--- src/rtl/core/ssba_pkg.sv ---
// Package for the swap slot bitmap allocator.
// Holds sizes, status and action codes and the controller state type.
// No dependencies.
package ssba_pkg;

  localparam int WORD_BITS       = 16;
  localparam int WORD_SHIFT      = 4;
  localparam int DEF_MAX_SECTORS = 1024;
  localparam int DEF_RUN_LENGTH  = 8;
  localparam int DEV_W           = 11;
  localparam int ACTION_W        = 2;
  localparam int SECTOR_W        = 10;
  localparam int STATUS_W        = 2;

  localparam logic [DEV_W-1:0] DEV_RESET = 11'd1024;

  typedef enum logic [ACTION_W-1:0] {
    ACT_ALLOC   = 2'd0,
    ACT_RECLAIM = 2'd1,
    ACT_FREE    = 2'd2
  } action_t;

  typedef enum logic [STATUS_W-1:0] {
    STATUS_OK       = 2'd0,
    STATUS_FULL     = 2'd1,
    STATUS_NOT_USED = 2'd2,
    STATUS_RANGE    = 2'd3
  } status_t;

  typedef enum logic [2:0] {
    ST_CLEAR,
    ST_IDLE,
    ST_SCAN,
    ST_CHK_RD,
    ST_CHK_EVAL,
    ST_SET_RD,
    ST_SET_WR,
    ST_RESP
  } state_t;

endpackage

--- src/rtl/core/ssba_ram.sv ---
// Generic simple dual-port RAM, one write port and one registered read port.
// Depends on nothing.
module ssba_ram #(
  parameter int WIDTH = 16,
  parameter int DEPTH = 64,
  parameter int AW    = (DEPTH > 1) ? $clog2(DEPTH) : 1
) (
  input  logic             clk,
  input  logic             we,
  input  logic [AW-1:0]    waddr,
  input  logic [WIDTH-1:0] wdata,
  input  logic [AW-1:0]    raddr,
  output logic [WIDTH-1:0] rdata
);

  logic [WIDTH-1:0] mem [DEPTH];

  always_ff @(posedge clk) begin
    if (we) begin
      mem[waddr] <= wdata;
    end
    rdata <= mem[raddr];
  end

endmodule

--- src/rtl/core/swap_slot_bitmap_allocator_top.sv ---
// Swap slot bitmap allocator: used-bit bitmap held in a word-wide RAM.
// Depends on ssba_pkg and ssba_ram.
//
// Usage:
//   Input channel (in_valid/in_stall) carries one request beat: in_action
//   (allocate, reclaim, free) and in_start_sector. Result channel
//   (out_valid/out_stall) returns one beat per request: out_status and
//   out_found_sector. cfg_we/cfg_wdata set the device size in sectors.
//   One request is in flight at a time; in_stall is high while it is worked.
//   Allocate streams the bitmap one 16-sector word per cycle from sector 0.
//   A hit then marks each word the run touches by a read and a write of it;
//   a full device answers once the scan has passed the last word.
//   Reclaim reads and checks each word the run spans, then on success clears
//   them with a read and a write per word; free clears them without the check.
//   Out-of-range or unknown requests answer without touching the RAM.
//   Reset clears the bitmap one word per cycle, with in_stall held high; the
//   device size resets to 1024.
//   The result sits in an output register; a stalled receiver holds it, and
//   the next request is accepted meanwhile but waits to post its result.
module swap_slot_bitmap_allocator_top #(
  parameter int MAX_SECTORS = ssba_pkg::DEF_MAX_SECTORS,
  parameter int RUN_LENGTH  = ssba_pkg::DEF_RUN_LENGTH
) (
  input  logic                              clk,
  input  logic                              rst_n,
  input  logic                              in_valid,
  output logic                              in_stall,
  input  logic [ssba_pkg::ACTION_W-1:0]     in_action,
  input  logic [ssba_pkg::SECTOR_W-1:0]     in_start_sector,
  output logic                              out_valid,
  input  logic                              out_stall,
  output logic [ssba_pkg::STATUS_W-1:0]     out_status,
  output logic [ssba_pkg::SECTOR_W-1:0]     out_found_sector,
  input  logic                              cfg_we,
  input  logic [ssba_pkg::DEV_W-1:0]        cfg_wdata
);

  localparam int WB    = ssba_pkg::WORD_BITS;
  localparam int WS    = ssba_pkg::WORD_SHIFT;
  localparam int DEPTH = (MAX_SECTORS + WB - 1) / WB;
  localparam int AW    = (DEPTH > 1) ? $clog2(DEPTH) : 1;
  localparam int SWA   = $clog2(MAX_SECTORS + WB + RUN_LENGTH) + 1;
  localparam int SW    = (SWA > 12) ? SWA : 12;
  localparam int WCW   = SW - WS;
  localparam int CARW  = $clog2(RUN_LENGTH + WB + 1);

  ssba_pkg::state_t state_r, state_nxt;

  logic [ssba_pkg::DEV_W-1:0]    dev_r;
  logic [SW-1:0]                 start_r, start_nxt;
  logic [WCW-1:0]                wcnt_r, wcnt_nxt;
  logic [WCW-1:0]                dw_r, dw_nxt;
  logic                          pend_r, pend_nxt;
  logic [CARW-1:0]               carry_r, carry_nxt;
  logic                          set_r, set_nxt;
  ssba_pkg::status_t             status_r, status_nxt;
  logic [ssba_pkg::SECTOR_W-1:0] found_r, found_nxt;
  logic                          out_valid_r, out_valid_nxt;
  logic [ssba_pkg::STATUS_W-1:0] out_status_r, out_status_nxt;
  logic [ssba_pkg::SECTOR_W-1:0] out_found_r, out_found_nxt;

  logic          ram_we;
  logic [WB-1:0] ram_wdata;
  logic [WB-1:0] ram_rdata;

  logic [SW-1:0] size;
  logic [SW-1:0] in_start;
  logic          in_range_ok;
  logic          accept;
  logic          out_free;

  // scan datapath
  logic [SW-1:0]   scan_base;
  logic [SW-1:0]   data_base;
  logic            issue;
  logic            last_word;
  logic [WB-1:0]   free_v;
  logic [WB-1:0]   pre_v;
  logic [WB-1:0]   top_v;
  logic [WB-1:0]   end_ok;
  logic            hit;
  logic [WS-1:0]   hit_idx;
  logic [SW-1:0]   hit_sector;
  logic [WS:0]     lead;
  logic [CARW-1:0] carry_sum;
  logic [CARW-1:0] carry_upd;

  // run sweep datapath
  logic [SW-1:0]  run_end;
  logic [WCW-1:0] end_word;
  logic [SW-1:0]  word_base;
  logic [WB-1:0]  run_mask;
  logic           at_end;
  logic           run_used;

  ssba_ram #(
    .WIDTH (WB),
    .DEPTH (DEPTH),
    .AW    (AW)
  ) u_bitmap (
    .clk   (clk),
    .we    (ram_we),
    .waddr (wcnt_r[AW-1:0]),
    .wdata (ram_wdata),
    .raddr (wcnt_r[AW-1:0]),
    .rdata (ram_rdata)
  );

  assign size = (SW'(dev_r) > SW'(MAX_SECTORS)) ? SW'(MAX_SECTORS) : SW'(dev_r);
  assign in_start    = SW'(in_start_sector);
  assign in_range_ok = (in_start + SW'(RUN_LENGTH)) <= size;
  assign in_stall    = (state_r != ssba_pkg::ST_IDLE);
  assign accept      = in_valid && !in_stall;
  assign out_free    = !out_valid_r || !out_stall;

  assign scan_base = {wcnt_r, WS'(0)};
  assign data_base = {dw_r, WS'(0)};
  assign issue     = scan_base < size;
  assign last_word = (data_base + SW'(WB)) >= size;

  always_comb begin
    logic w;
    for (int j = 0; j < WB; j++) begin
      free_v[j] = !ram_rdata[j] && ((data_base + SW'(j)) < size);
    end
    for (int j = 0; j < WB; j++) begin
      pre_v[j] = 1'b1;
      top_v[j] = 1'b1;
      w        = 1'b1;
      for (int k = 0; k < WB; k++) begin
        if (k <= j) pre_v[j] = pre_v[j] & free_v[k];
        if (k >= j) top_v[j] = top_v[j] & free_v[k];
        if ((k <= j) && (k + RUN_LENGTH > j)) w = w & free_v[k];
      end
      if (j + 1 >= RUN_LENGTH) begin
        end_ok[j] = w;
      end else begin
        end_ok[j] = pre_v[j] && (int'(carry_r) + j + 1 >= RUN_LENGTH);
      end
    end
  end

  always_comb begin
    hit     = 1'b0;
    hit_idx = '0;
    for (int j = WB - 1; j >= 0; j--) begin
      if (end_ok[j]) begin
        hit     = 1'b1;
        hit_idx = WS'(j);
      end
    end
  end

  assign hit_sector = data_base + SW'(hit_idx) + SW'(1) - SW'(RUN_LENGTH);

  always_comb begin
    lead = '0;
    for (int j = WB - 1; j >= 0; j--) begin
      if (top_v[j]) lead = (WS + 1)'(WB - j);
    end
  end

  assign carry_sum = (CARW'(lead) == CARW'(WB)) ? (carry_r + CARW'(WB)) : CARW'(lead);
  assign carry_upd = (carry_sum > CARW'(RUN_LENGTH)) ? CARW'(RUN_LENGTH) : carry_sum;

  assign run_end   = start_r + SW'(RUN_LENGTH) - SW'(1);
  assign end_word  = run_end[SW-1:WS];
  assign word_base = {wcnt_r, WS'(0)};
  assign at_end    = (wcnt_r == end_word);

  always_comb begin
    for (int j = 0; j < WB; j++) begin
      run_mask[j] = ((word_base + SW'(j)) >= start_r) && ((word_base + SW'(j)) <= run_end);
    end
  end

  assign run_used = ((ram_rdata & run_mask) == run_mask);

  // next state
  always_comb begin
    state_nxt = state_r;
    unique case (state_r)
      ssba_pkg::ST_CLEAR: begin
        if (wcnt_r == WCW'(DEPTH - 1)) state_nxt = ssba_pkg::ST_IDLE;
      end
      ssba_pkg::ST_IDLE: begin
        if (accept) begin
          unique case (in_action)
            ssba_pkg::ACT_ALLOC: begin
              state_nxt = (size < SW'(RUN_LENGTH)) ? ssba_pkg::ST_RESP : ssba_pkg::ST_SCAN;
            end
            ssba_pkg::ACT_RECLAIM: begin
              state_nxt = in_range_ok ? ssba_pkg::ST_CHK_RD : ssba_pkg::ST_RESP;
            end
            ssba_pkg::ACT_FREE: begin
              state_nxt = in_range_ok ? ssba_pkg::ST_SET_RD : ssba_pkg::ST_RESP;
            end
            default: state_nxt = ssba_pkg::ST_RESP;
          endcase
        end
      end
      ssba_pkg::ST_SCAN: begin
        if (pend_r && hit) begin
          state_nxt = ssba_pkg::ST_SET_RD;
        end else if (pend_r && last_word) begin
          state_nxt = ssba_pkg::ST_RESP;
        end
      end
      ssba_pkg::ST_CHK_RD:  state_nxt = ssba_pkg::ST_CHK_EVAL;
      ssba_pkg::ST_CHK_EVAL: begin
        priority if (!run_used) state_nxt = ssba_pkg::ST_RESP;
        else if (at_end)        state_nxt = ssba_pkg::ST_SET_RD;
        else                    state_nxt = ssba_pkg::ST_CHK_RD;
      end
      ssba_pkg::ST_SET_RD:  state_nxt = ssba_pkg::ST_SET_WR;
      ssba_pkg::ST_SET_WR: begin
        state_nxt = at_end ? ssba_pkg::ST_RESP : ssba_pkg::ST_SET_RD;
      end
      ssba_pkg::ST_RESP: begin
        if (out_free) state_nxt = ssba_pkg::ST_IDLE;
      end
      default: state_nxt = ssba_pkg::ST_IDLE;
    endcase
  end

  // datapath and memory controls
  always_comb begin
    start_nxt  = start_r;
    wcnt_nxt   = wcnt_r;
    dw_nxt     = dw_r;
    pend_nxt   = 1'b0;
    carry_nxt  = carry_r;
    set_nxt    = set_r;
    status_nxt = status_r;
    found_nxt  = found_r;
    ram_we     = 1'b0;
    ram_wdata  = '0;
    unique case (state_r)
      ssba_pkg::ST_CLEAR: begin
        ram_we   = 1'b1;
        wcnt_nxt = (wcnt_r == WCW'(DEPTH - 1)) ? '0 : wcnt_r + WCW'(1);
      end
      ssba_pkg::ST_IDLE: begin
        if (accept) begin
          start_nxt  = in_start;
          found_nxt  = '0;
          carry_nxt  = '0;
          status_nxt = ssba_pkg::STATUS_RANGE;
          unique case (in_action)
            ssba_pkg::ACT_ALLOC: begin
              status_nxt = ssba_pkg::STATUS_FULL;
              wcnt_nxt   = '0;
            end
            ssba_pkg::ACT_RECLAIM: begin
              wcnt_nxt = in_start[SW-1:WS];
            end
            ssba_pkg::ACT_FREE: begin
              wcnt_nxt = in_start[SW-1:WS];
              set_nxt  = 1'b0;
            end
            default: ;
          endcase
        end
      end
      ssba_pkg::ST_SCAN: begin
        pend_nxt = issue;
        dw_nxt   = wcnt_r;
        if (issue) wcnt_nxt = wcnt_r + WCW'(1);
        if (pend_r) begin
          if (hit) begin
            start_nxt = hit_sector;
            found_nxt = hit_sector[ssba_pkg::SECTOR_W-1:0];
            wcnt_nxt  = hit_sector[SW-1:WS];
            set_nxt   = 1'b1;
          end else begin
            carry_nxt = carry_upd;
          end
        end
      end
      ssba_pkg::ST_CHK_RD: ;
      ssba_pkg::ST_CHK_EVAL: begin
        priority if (!run_used) begin
          status_nxt = ssba_pkg::STATUS_NOT_USED;
        end else if (at_end) begin
          wcnt_nxt = start_r[SW-1:WS];
          set_nxt  = 1'b0;
        end else begin
          wcnt_nxt = wcnt_r + WCW'(1);
        end
      end
      ssba_pkg::ST_SET_RD: ;
      ssba_pkg::ST_SET_WR: begin
        ram_we    = 1'b1;
        ram_wdata = set_r ? (ram_rdata | run_mask) : (ram_rdata & ~run_mask);
        if (at_end) status_nxt = ssba_pkg::STATUS_OK;
        else        wcnt_nxt   = wcnt_r + WCW'(1);
      end
      ssba_pkg::ST_RESP: ;
      default: ;
    endcase
  end

  always_comb begin
    out_valid_nxt  = out_valid_r && out_stall;
    out_status_nxt = out_status_r;
    out_found_nxt  = out_found_r;
    if ((state_r == ssba_pkg::ST_RESP) && out_free) begin
      out_valid_nxt  = 1'b1;
      out_status_nxt = status_r;
      out_found_nxt  = found_r;
    end
  end

  always_ff @(posedge clk) begin
    if (!rst_n) begin
      state_r     <= ssba_pkg::ST_CLEAR;
      wcnt_r      <= '0;
      pend_r      <= 1'b0;
      out_valid_r <= 1'b0;
      dev_r       <= ssba_pkg::DEV_RESET;
    end else begin
      state_r     <= state_nxt;
      wcnt_r      <= wcnt_nxt;
      pend_r      <= pend_nxt;
      out_valid_r <= out_valid_nxt;
      if (cfg_we) dev_r <= cfg_wdata;
    end
  end

  always_ff @(posedge clk) begin
    start_r      <= start_nxt;
    dw_r         <= dw_nxt;
    carry_r      <= carry_nxt;
    set_r        <= set_nxt;
    status_r     <= status_nxt;
    found_r      <= found_nxt;
    out_status_r <= out_status_nxt;
    out_found_r  <= out_found_nxt;
  end

  assign out_valid        = out_valid_r;
  assign out_status       = out_status_r;
  assign out_found_sector = out_found_r;

endmodule

--- config.mk ---
export PLATFORM = sky130hd
export DESIGN_NAME = swap_slot_bitmap_allocator_top
export DESIGN_NICKNAME = d
export VERILOG_FILES = /design/src/rtl/core/ssba_pkg.sv /design/src/rtl/core/ssba_ram.sv /design/src/rtl/core/swap_slot_bitmap_allocator_top.sv
export SDC_FILE = /design/constraint.sdc
export NUM_CORES = 1
export LEC_CHECK = 0
export BUFFER_PORTS_ARGS = -buffer_cell sky130_fd_sc_hd__buf_2
export CAP_MARGIN = 20
export CORE_MARGIN = 2
export CORE_UTILIZATION = 35
export CTS_CLUSTER_SIZE = 14
export DETAILED_ROUTE_END_ITERATION = 7
export HOLD_SLACK_MARGIN = 0.02
export PLACE_DENSITY = 0.48
export SKIP_LAST_GASP = 1
export SYNTH_ARGS = -nofsm -noshare
export SYNTH_HDL_FRONTEND = slang
export SYNTH_HIERARCHICAL = 1
export SYNTH_SLANG_ARGS = --single-unit
--- constraint.sdc ---
create_clock -name clk -period 6.44 [get_ports clk]
set_input_delay 0 -clock clk [delete_from_list [all_inputs] [get_ports clk]]
set_output_delay 0 -clock clk [all_outputs]
set_load 0.01 [all_outputs]
==> impl_metrics.toml <==
[status]
status = "completed"

[flow_run]
cap_violations = 0

[grt]
grt_overflow_total = 0
grt_max_degree = 102
grt_pass1_vias = 27500
antenna_found_initial = 3
grt_pass1_wl_mm = 195
grtUsageTotal_pct = 19.2

[critical_path]
crit_fanout = 16
setup.worst_path.start_class = "register"
worstPathArrival_ns = 6.50
crit_required_ns = 7.07
reg2reg_depth = 20
r2r_end = "state_r[2]$_SDFFE_PN0P_"
rrSetupSlack_ns = 0.58
crit_type = "register to register"
r2r_start = "start_r[0]$_DFFE_PP_"
end_kind = "register"

[place]
place.gp.congestion = 0.922
place_hpwl_mm = 84.9
portBuffers = 41
dp.cells = 4571

[cells_and_area]
fin_cells = 4863
area_growth_pct = 15.4
drive_gt1_share_pct = 20.3
nets = 3084

[power_and_ir_drop]
pwr-share-clk_pct = 43.7
p_total_mw = 15.6
combPwrFrac_pct = 5.1
p_int_mw = 12.1
power_density_mw_per_mm2 = 283
netSwitchingPower_mw = 3.49
vdd_drop_max_mv = 0.260
p_seq_share_pct = 51.2
leakage_nw = 18.1
swShare_pct = 22.4

[sta]
max_freq_mhz = 171
slew_violations = 0
worst_slew_pin_slew_ns = 1.16
period_share_pct = 91.0
rsz0062_at_grt = "false"
setup_viol = 0
slew_headroom_pct = 22.0
tns_ns = 0
hold_viol_final = 0
min_period_ns = 5.86
skew_ns = 0.0721

[die]
die_y_um = 373
die_w_um = 373
boundaryPins = 42
die_area_mm2 = 0.139
rows = 135
core_mm2 = 0.135
initial_core_util_pct = 35.3

[cts]
clk_latency_ns = 0.78
cts_max_level = 3
hold_buffers = 63
cts_root_buffer = "clkbuf_16"
cts.sinks = 1114
post_cts_buffers = 0
tritoncts = "yes"
cts_resized = 0
cts_max_path_buffers = 3
clkSlewWorstSetupHoldPaths_ns = 0.06
numCtsBuffers = 121

[detailed_routing]
drt.antenna.violating_nets = 0
totalWireLength_mm = 135
dr.pass1.iters = 5
drt_iter0_drc = 2647
route.detailed.drc = 0
viasPerCell = 5.54
wl_per_cell_um = 27.8
dr_total_vias = 27000

[synthesis]
ys_top_cells_by_area = "edfxtp_1 68%, mux4_2 10%, mux2i_1 2.4%, ha_1 2.0%, dfxtp_1 1.7%"
ys_warn_count = 6
synth.avg_cell_area_um2 = 17.2
ys.flop_type = "edfxtp_1"
synthCells = 2775
synth_area_mm2 = 0.0477
syn_nets = 2881
synthXorXnorAreaFrac_pct = 0.732
ys_async_sr_fraction_pct = 0
ys_seq_area_share_pct = 69.3
synth_top_family_by_area = "multiplexers"
synth_compound_area_share_pct = 6.41
synth_area_leader_cell = "edfxtp_1"
synth_fa_ha_area_share_pct = 2.05
ys_types = 95
muxShareOfSynthArea_pct = 13.2
yosys.area_share.simple_pct = 6.11
synth_edf_count = 1074
synth-seq-cells = 1114
yosys.area.top_type_share_pct = 67.6

[hold_path]
min_to = "start_r[4]$_DFFE_PP_"
min_from = "in_start_sector[4]"
min_path_cells = 3
holdCritPathClass = "primary input to register"
==> synthesized netlist by cell type (all sizes together) (8+ instances only) <==
cell type / count
edfxtp: 1074
mux4: 223
nor2: 167
mux2i: 115
nand2: 113
a21oi: 89
ha: 78
clkbuf: 76
a22oi: 71
buf: 70
nand3: 63
nor2b: 55
o21ai: 49
inv: 46
dfxtp: 40
xnor2: 31
nor3: 30
a221oi: 28
a211oi: 20
and3: 20
a211o: 19
a311oi: 19
a21o: 18
a31oi: 18
nand4: 18
nand2b: 16
and4: 14
o211ai: 14
mux2: 12
o21a: 12
and2: 11
nor4: 11
or3: 11
or2: 10
nand3b: 9
o22ai: 9
xor2: 8
==> routing by layer <==
metal / vias up / routed length [um] / part of all wire [%] / GRT usage, %
met4: 0 / 3510 / 2.6 / 5.35
met5: - / 0 / 0 / 0
met3: 188 / 6850 / 5.1 / 2.74
met1: 14300 / 58700 / 43 / 26.2
met2: 835 / 66000 / 49 / 32.1
li1: 11700 / - / - / -
==> flip-flops by register name, indices dropped and copies added, names as in the netlist <==
signal	count
set_r	1
start_r	12
state_r	3
out_status	2
wcnt_r	8
out_found_sector	10
status_r	2
pend_r	1
u_bitmap/mem	1024
carry_r	5
dev_r	11
u_bitmap/rdata	16
found_r	10
out_valid	1
dw_r	8
==> how the worst max path moves through the flow <==
stage,startpoint,end,slack (ns),cells past startpoint
after detailed placement,start_r[0]$_DFFE_PP_,wcnt_r[4]$_SDFFE_PN0P_,0.68,18
after floorplan,start_r[0]$_DFFE_PP_,u_bitmap/mem[0][6]$_DFFE_PP_,0.82,17
after global routing,start_r[0]$_DFFE_PP_,state_r[2]$_SDFFE_PN0P_,0.22,20
after CTS,start_r[0]$_DFFE_PP_,state_r[2]$_SDFFE_PN0P_,0.51,20
final,start_r[0]$_DFFE_PP_,state_r[2]$_SDFFE_PN0P_,0.58,20
after global placement,start_r[0]$_DFFE_PP_,wcnt_r[4]$_SDFFE_PN0P_,0.81,18
==> logic make-up after synthesis <==
kind of cell,count (synthesis)
compound gates,430
xor+xnor,39
fa+ha+maj,78
buf+inv,192
flops,1114
mux,350
other cells,1
simple gates,571
==> power by group through the flow <==
stage / Sequential [mW] / Combinational [mW] / Clock (mW)
after floorplan: 8.06 / 0.531 / 0
after global placement: 8.11 / 0.774 / 0
after detailed placement: 8.12 / 0.772 / 0
after CTS: 7.96 / 0.806 / 6.97
after global routing: 7.97 / 0.855 / 7.23
final: 7.96 / 0.798 / 6.81
==> placed cells by master (no fill, tap or decap), types with 18 or more instances in the layout <==
master,Yosys,final
inv_1,46,46
mux4_2,221,221
buf_4,18,109
clkinv_1,0,23
xnor2_1,30,30
nor2_1,165,152
a31oi_1,18,18
nor2b_1,55,54
ha_1,78,78
dlygate4sd3_1,0,63
a21oi_1,89,86
mux2i_1,115,115
clkbuf_1,76,35
clkbuf_16,0,121
edfxtp_1,1074,1074
nand3_1,63,63
a311oi_1,19,19
dfxtp_1,40,35
nand4_1,18,18
nor3_1,28,28
a221oi_1,27,27
clkinv_2,0,19
buf_2,25,41
a21o_1,18,18
o21ai_0,46,46
nand2_1,112,112
a22oi_1,71,71
and3_1,20,20
a211o_1,19,19
==> worst max-delay path: stages (launching register included) <==
cell and delay, ns:
edfxtp_1 0.56, inv_1 0.17, ha_1 0.38, nand2b_1 0.26, nand2b_1 0.15, nor3b_1 0.25, xnor2_1 0.11, ha_1 0.33
and4_1 0.22, and2_1 0.52, and2_1 0.26, nor2_1 0.10, o22ai_1 0.28, o221ai_1 0.16, nor4_1 0.70, buf_4 0.25
nand2_1 0.06, a21oi_1 0.15, o221ai_1 0.13, o21a_1 0.13, dlygate4sd3_1 0.55
==> through the flow <==
stage	utilization, %	setup WS [ns]	area [um2]	hold WS (ns)
2_1_floorplan	-	0.823	47700	0.130
3_3_place_gp	37.3	0.813	50500	0.262
3_5_place_dp	37.3	0.683	50500	0.264
4_1_cts	40.7	0.513	55000	0.112
5_1_grt	40.7	0.224	55100	0.144
6_report	40.7	0.578	55100	0.167
==> final cells by class <==
cell class	instances	area, um2
inverter	46	173
timing repair buffer	226	1910
clock inverter	69	752
tap	1781	2230
multi-input combinational	1469	13800
clock buffer	156	3160
sequential	1114	33100
antenna	2	5.00
fill	12100	80200
(Power assumes the default switching activity.)
